==> src/rtl/tces_pkg.sv <==
// Shared constants, types and helper functions for the execute step unit.
// Depends on nothing; tces_regfile and toy_cpu_execute_step_unit import it.
`timescale 1ns / 1ps

package tces_pkg;

	localparam int MEM_WORDS  = 256;
	localparam int DATA_WIDTH = 32;
	localparam int OUT_W      = 32;
	localparam int RF_DEPTH   = 8;
	localparam int RF_AW      = 3;
	localparam int MEM_AW     = (MEM_WORDS > 1) ? $clog2(MEM_WORDS) : 1;
	localparam int CLR_LEN    = (MEM_WORDS > RF_DEPTH) ? MEM_WORDS : RF_DEPTH;
	localparam int CLR_W      = $clog2(CLR_LEN);

	typedef logic [DATA_WIDTH-1:0] word_t;

	typedef enum logic [1:0] {
		OP_ADD   = 2'd0,
		OP_SUB   = 2'd1,
		OP_LOAD  = 2'd2,
		OP_STORE = 2'd3
	} op_t;

	typedef struct packed {
		logic             en;
		logic [RF_AW-1:0] idx;
		word_t            data;
	} rf_wr_t;

	// Register contents after reset.
	function automatic word_t rf_reset_value(logic [RF_AW-1:0] idx);
		word_t v;
		case (idx)
			3'd1:    v = DATA_WIDTH'(4);
			3'd2:    v = DATA_WIDTH'(9);
			3'd3:    v = DATA_WIDTH'(10);
			default: v = '0;
		endcase
		return v;
	endfunction

	// An address is valid when it is non-negative as a signed word and below MEM_WORDS.
	function automatic logic addr_in_range(word_t a);
		return !a[DATA_WIDTH-1] && (64'(a) < 64'(MEM_WORDS));
	endfunction

endpackage

==> src/rtl/tces_ram.sv <==
// Generic synchronous RAM: one write port, one read port, registered read data.
// A read at the address being written returns the old contents. No dependencies.
`timescale 1ns / 1ps

module tces_ram #(
	parameter int WIDTH = 32,
	parameter int DEPTH = 256
) (
	input  logic                                        clk,
	input  logic                                        we,
	input  logic [((DEPTH > 1) ? $clog2(DEPTH) : 1)-1:0] waddr,
	input  logic [WIDTH-1:0]                            wdata,
	input  logic                                        re,
	input  logic [((DEPTH > 1) ? $clog2(DEPTH) : 1)-1:0] raddr,
	output logic [WIDTH-1:0]                            rdata
);

	logic [WIDTH-1:0] mem [DEPTH];

	always_ff @(posedge clk) begin
		if (we) begin
			mem[waddr] <= wdata;
		end
		if (re) begin
			rdata <= mem[raddr];
		end
	end

endmodule

==> src/rtl/tces_regfile.sv <==
// Eight-entry register file built from two RAM copies, one per read port.
// Depends on tces_pkg and tces_ram; bypasses a write that lands on the read edge.
`timescale 1ns / 1ps

module tces_regfile
	import tces_pkg::*;
(
	input  logic             clk,
	input  logic             arst_n,
	input  logic             rd_en,
	input  logic [RF_AW-1:0] rd_a_idx,
	input  logic [RF_AW-1:0] rd_b_idx,
	input  rf_wr_t           wr,
	output word_t            rd_a_data,
	output word_t            rd_b_data
);

	logic [RF_AW-1:0] rd_a_idx_q;
	logic [RF_AW-1:0] rd_b_idx_q;
	rf_wr_t           wr_q;
	word_t            ram_a;
	word_t            ram_b;

	tces_ram #(.WIDTH(DATA_WIDTH), .DEPTH(RF_DEPTH)) u_copy_a (
		.clk   (clk),
		.we    (wr.en),
		.waddr (wr.idx),
		.wdata (wr.data),
		.re    (rd_en),
		.raddr (rd_a_idx),
		.rdata (ram_a)
	);

	tces_ram #(.WIDTH(DATA_WIDTH), .DEPTH(RF_DEPTH)) u_copy_b (
		.clk   (clk),
		.we    (wr.en),
		.waddr (wr.idx),
		.wdata (wr.data),
		.re    (rd_en),
		.raddr (rd_b_idx),
		.rdata (ram_b)
	);

	always_ff @(posedge clk or negedge arst_n) begin
		if (!arst_n) begin
			wr_q <= '0;
		end else begin
			wr_q <= wr;
		end
	end

	always_ff @(posedge clk) begin
		if (rd_en) begin
			rd_a_idx_q <= rd_a_idx;
			rd_b_idx_q <= rd_b_idx;
		end
	end

	// The RAM returns old data when a write hits the same edge as the read.
	assign rd_a_data = (wr_q.en && wr_q.idx == rd_a_idx_q) ? wr_q.data : ram_a;
	assign rd_b_data = (wr_q.en && wr_q.idx == rd_b_idx_q) ? wr_q.data : ram_b;

endmodule

==> config.mk <==
export PLATFORM = sky130hd
export DESIGN_NAME = tces_regfile
export DESIGN_NICKNAME = d
export VERILOG_FILES = /design/src/rtl/tces_pkg.sv /design/src/rtl/tces_ram.sv /design/src/rtl/tces_regfile.sv
export SDC_FILE = /design/constraint.sdc
export NUM_CORES = 1
export LEC_CHECK = 0
export BUFFER_PORTS_ARGS = -buffer_cell sky130_fd_sc_hd__buf_2
export CAP_MARGIN = 25
export CORE_ASPECT_RATIO = 1.4
export CORE_UTILIZATION = 40
export DETAILED_ROUTE_END_ITERATION = 16
export PLACE_DENSITY_LB_ADDON = 0.15
export SLEW_MARGIN = 20
export SYNTH_ARGS = -nofsm -noshare
export SYNTH_HDL_FRONTEND = slang
export SYNTH_SLANG_ARGS = --single-unit
==> constraint.sdc <==
create_clock -name clk -period 4.2 [get_ports clk]
set_input_delay 1.05 -clock clk [delete_from_list [all_inputs] [get_ports clk]]
set_output_delay 1.05 -clock clk [all_outputs]
set_load 0.02 [all_outputs]
==> results of run 1 <==
[power by group]
part           total (W)  leakage (nW)  switching (W)  internal (W)
sequential       0.00417          3.43      0.0000646       0.00411
combinational   0.000738          2.36       0.000395      0.000343
clock            0.00306         0.553        0.00132       0.00174
total            0.00797          6.34        0.00178       0.00619
[registers in the layout, indices dropped and copies added, names as in the netlist]
signal	flops
u_copy_b.mem	224
rd_b_idx_q	3
wr_q	36
rd_a_idx_q	3
u_copy_b.rdata	32
u_copy_a.mem	32
u_copy_a.rdata	32
[cell usage after synthesis]
cell type and n:
edfxtp_1 326, mux2_2 128, mux4_1 90, mux4_2 38, dfrtp_1 36, buf_6 14
buf_1 12, buf_2 12, nor2_1 6, xnor2_1 6, clkbuf_1 3, nand2b_1 3
nand2_1 2, nand4_1 2, nor3_1 2, clkbuf_2 1
[worst max-delay path, stage by stage (launching register included)]
cell and delay (ns):
edfxtp_1 0.40, xnor2_1 0.18, nand4_1 0.52, buf_12 0.42, mux2_2 0.29, buf_2 0.16
[through the flow]
step	setup slack, ns	std cells	util [%]	hold slack [ns]	instance area (sq um)
after floorplan	0.303	681	-	0.734	15800
after global placement	1.12	1297	44.2	0.748	17100
after detailed placement	1.10	1297	44.2	0.755	17100
after CTS	0.617	1362	47.1	0.661	18200
after global routing	0.571	1362	47.1	0.681	18200
final	0.637	1363	47.1	0.670	18200
[kinds of logic (layout without fill, tap and decap cells)]
logic type,Yosys count,after routing
flops,362,362
mux,256,256
buf+inv,42,201
simple gates,15,15
xor+xnor,6,6
other cells,0,1
[cell type report]
cell class	instances	share of cell area, %
Sequential cell	362	58.8
Multi-Input combinational cell	277	26.6
Clock buffer	48	5.48
Timing Repair Buffer	136	4.92
Tap cell	522	3.59
Clock inverter	17	0.626
Antenna cell	1	0.0138
[how the worst max path moves through the flow]
stage                   from  slack [ns]  cells past startpoint                  to
2_1_floorplan         wr[33]        0.30                      2  u_copy_b.mem[0][0]
3_3_place_gp     rd_b_idx[0]        1.12                      4  u_copy_b.rdata[21]
3_5_place_dp     rd_b_idx[0]        1.10                      4  u_copy_b.rdata[22]
4_1_cts        rd_b_idx_q[1]        0.62                      5       rd_b_data[25]
5_1_grt        rd_b_idx_q[1]        0.57                      5       rd_b_data[18]
6_report       rd_b_idx_q[1]        0.64                      5       rd_b_data[13]
[per-layer routing]
layer  share of wire, %  track usage, %  wire, um
met2                 52            32.6     19000
met4                2.1            5.46       765
met1                 41            24.2     14900
met3                4.6            2.67      1660
met5              0.066               0        24
==> flow_summary.ini, run 1 <==
[status]
outcome = finished, final reports clean

[detailed_routing]
wl_per_cell_um = 26.7
vias = 7653
viasPerCell = 5.61
drc_errors = 0
drt_iter0_markers = 559
postRouteWirelength_mm = 36.4
detail_route.first_pass.iterations = 4
final_antenna_net_count = 0

[worst_setup_path]
r2r_slack_ns = 2.74
start_kind = flop
worst_ep_arrival_time_ns = 2.51
r2r_cells = 2
setup.worst_path.end_class = primary output
rr_endpoint = u_copy_b.rdata[6]
reg2reg_from = u_copy_b.mem[1][6]
path_max_fanout = 26
critPathKind = reg2out
worstPathRequired_ns = 3.15

[synth]
postSynthAreaPerCell_sq_um = 23.1
synthTopCellsByArea = edfxtp_1, mux4_1, mux2_2, dfrtp_1, mux4_2
synth_top_family_by_area = multiplexers
synth_compound_area_share_pct = 0
synth_warnings = 0
yosys.area_share.simple_pct = 0.453
syn_nets = 726
yosys.area.top_type_share_pct = 62.1
synthXorXnorAreaFrac_pct = 0.334
synthesis.instances = 681
synthMuxAreaShare_pct = 29.6
synth_area_leader_cell = edfxtp_1
seq_area_frac_synth_pct = 67.9
synth_fa_ha_area_share_pct = 0
yosys_register_bits = 362
synthesis.area_sq_um = 15800
synthDistinctLibCells = 16

[clock_network]
post-cts-setup-buffer-count = 0
htree_levels = 2
cts_tree = done
clkSlewWorstSetupHoldPaths_ns = 0.06
cts.sink_count = 362
clockRootBuffer = clkbuf_16
clock_latency_ns = 0.53
cts_resized = 0
holdBufCountCts = 0
clockBufferDepth = 3
cts_inserted_buffers = 37

[timing]
fin_crit_sh_pct = 84.8
tightest_slew_ns = 0.964
rsz0062_at_grt = false
hold_viol = 0
fin_crit_ns = 3.56
final-setup-viol-count = 0
drv_slew = 0
max-slew-margin-rel_pct = 35.7
tns_ns = 0
skew_ns = 0.0129
max_freq_mhz = 281

[layout]
final_common_cell = edfxtp_1
syn2layout_area_growth_pct = 15.5
seq_area_sq_um = 10700
drive_above_1_share_pct = 43.2
final_nets = 859
nFillCells = 3170
layout_common_cells = edfxtp_1, mux2_2, buf_2
multiInputGateArea_sq_um = 4840

[global_route]
grt_overflow_total = 0
grt_pass1_wl_mm = 54.4
grt_pass1_vias = 8509
grt_start_max_net_pins = 53
antenna_found_initial = 3
track_usage_pct = 18.7

[floorplanning]
fp.coreArea_sq_um = 38600
die_h_um = 237
die-area_sq_um = 40200
pin_count = 109
die_x_um = 170
rows = 85
start_util_pct = 40.8

[power_and_ir_drop]
power_w = 0.00797
power_density_nw_per_um2 = 438
power.leakage_nw = 6.34
ir_worst_vdd_mv = 0.214

[worst_hold_path]
hp-class = in2async

[job]
maxCapViolations = 0

[placed_design]
gp_congestion = 0.719
hpwlAfterDp_mm = 21.5
port_buffers = 108
No activity file was read; power rests on OpenSTA's default activity.
==> run 2: changes to the inputs <==
==> constraint.sdc (replaced) <==
create_clock -name clk -period 3.7 [get_ports clk]
set_input_delay 0.925 -clock clk [delete_from_list [all_inputs] [get_ports clk]]
set_output_delay 0.925 -clock clk [all_outputs]
set_load 0.02 [all_outputs]
==> run 2 against run 1 <==
- clock power up 16%
- total power up 14%
- non-clock buffer count down 3
- utilization about the same
- final cell count about the same
- flip-flop and latch count unchanged
- register-to-register slack worse by 0.49 ns
- via count up 0.91%
- worst hold slack worse by 0.19 ns
- sequential power up 14%
==> flow_summary.ini, run 2 (same netlist as run 1, synthesis figures left out) <==
[timing]
tns_ns = 0
drv_slew = 0
fin_crit_sh_pct = 88.2
skew_ns = 0.00960
max-slew-margin-rel_pct = 47.8
hold_viol = 0
final-setup-viol-count = 0
rsz0062_at_grt = false
fin_ws_ns = 0.435
tightest_slew_ns = 0.783
fin_crit_ns = 3.26
max_freq_mhz = 306

[worst_setup_path]
r2r_slack_ns = 2.25
start_kind = flop
setup.worst_path.end_class = primary output
worstPathRequired_ns = 2.77
critPathKind = reg2out
r2r_cells = 2
rr_endpoint = u_copy_a.rdata[10]
reg2reg_from = u_copy_b.mem[3][10]
worst_ep_arrival_time_ns = 2.34
path_max_fanout = 32

[floorplanning]
pin_count = 109
die_x_um = 170
die-area_sq_um = 40200
start_util_pct = 40.8
fp.coreArea_sq_um = 38600
die_h_um = 237
rows = 85

[layout]
top_register = u_copy_b.mem
drive_above_1_share_pct = 43.0
diodes = 0
final_common_cell = edfxtp_1
syn2layout_area_growth_pct = 15.5
layout_common_cells = edfxtp_1, mux2_2, buf_2
post-route-util_pct = 47.1
final_nets = 856
largest_register_ffs = 224
reg_top3 = u_copy_b.mem x224, wr_q x36

[clock_network]
clockBufferDepth = 3
cts_tree = done
clock_latency_ns = 0.53
clkSlewWorstSetupHoldPaths_ns = 0.06
post-cts-setup-buffer-count = 0
cts.sink_count = 362
htree_levels = 2
holdBufCountCts = 0
cts_resized = 0
cts_inserted_buffers = 37
clockRootBuffer = clkbuf_16

[placed_design]
hpwlAfterDp_mm = 20.9
place_ws_ns = 0.855
port_buffers = 108
gp_congestion = 0.742

[power_and_ir_drop]
power.leakage_nw = 6.34
ir_worst_vdd_mv = 0.266
power_density_nw_per_um2 = 501

[detailed_routing]
detail_route.first_pass.iterations = 5
wl_per_cell_um = 26.9
postRouteWirelength_mm = 36.7
vias = 7723
final_antenna_net_count = 0
viasPerCell = 5.67
drc_errors = 0
drt_iter0_markers = 583

[global_route]
grt_overflow_total = 0
grt_pass1_wl_mm = 54.5
grt_pass1_vias = 8412
track_usage_pct = 18.9
grt_start_max_net_pins = 40
antenna_found_initial = 2

[worst_hold_path]
hp-class = in2async

[status]
outcome = finished, final reports clean

[job]
maxCapViolations = 0
[run 2: metrics by stage]
stage	total power, W	hold WS, ns	instance area (sq um)	instances
6_report	0.00913	0.476	18200	1362
5_1_grt	0.00942	0.525	18200	1362
4_1_cts	0.00923	0.496	18200	1362
3_5_place_dp	0.00568	0.763	17100	1294
3_3_place_gp	0.00564	0.744	17000	1293
2_1_floorplan	0.00534	0.629	15800	681
[run 2: final cells by class]
class                   instances  area [sq um]
flip-flops and latches        362         10700
multi-input cells             277          4850
fillers                      3192         20400
clock inverters                23           139
well taps                     522           653
clock buffers                  45          1010
repair buffers                133           861
[run 2: how the worst max path moves through the flow]
stage | start | endpoint | slack (ns) | depth (start not counted)
CTS | wr_q[32] | rd_a_data[8] | 0.38 | 5
floorplan | wr[35] | u_copy_b.mem[2][0] | 0.02 | 2
global route | wr_q[32] | rd_a_data[8] | 0.35 | 5
detailed placement | rd_b_idx[0] | u_copy_b.rdata[31] | 0.86 | 4
finish | rd_b_idx_q[0] | rd_b_data[8] | 0.44 | 5
global placement | rd_b_idx[0] | u_copy_b.rdata[8] | 0.90 | 4
[run 2: layer usage]
metal | share of wire (%) | wire [um] | global-route usage (%)
met1 | 42 | 15500 | 24.8
met2 | 51 | 18800 | 32.4
met3 | 4.1 | 1510 | 2.56
met4 | 2.4 | 891 | 5.84
met5 | 0.035 | 13 | 0
[run 2: report_power, final]
part           internal (W)  leakage (nW)  switching (W)
clock               0.00201         0.570        0.00153
combinational      0.000389          2.34       0.000448
sequential          0.00466          3.43      0.0000766
total               0.00707          6.34        0.00206
[run 2: worst max-delay path, stage by stage (launching register included)]
cell and delay (ns):
edfxtp_1 0.42, xnor2_1 0.15, nand4_1 0.09, buf_4 0.52
mux2_2 0.43, buf_2 0.17
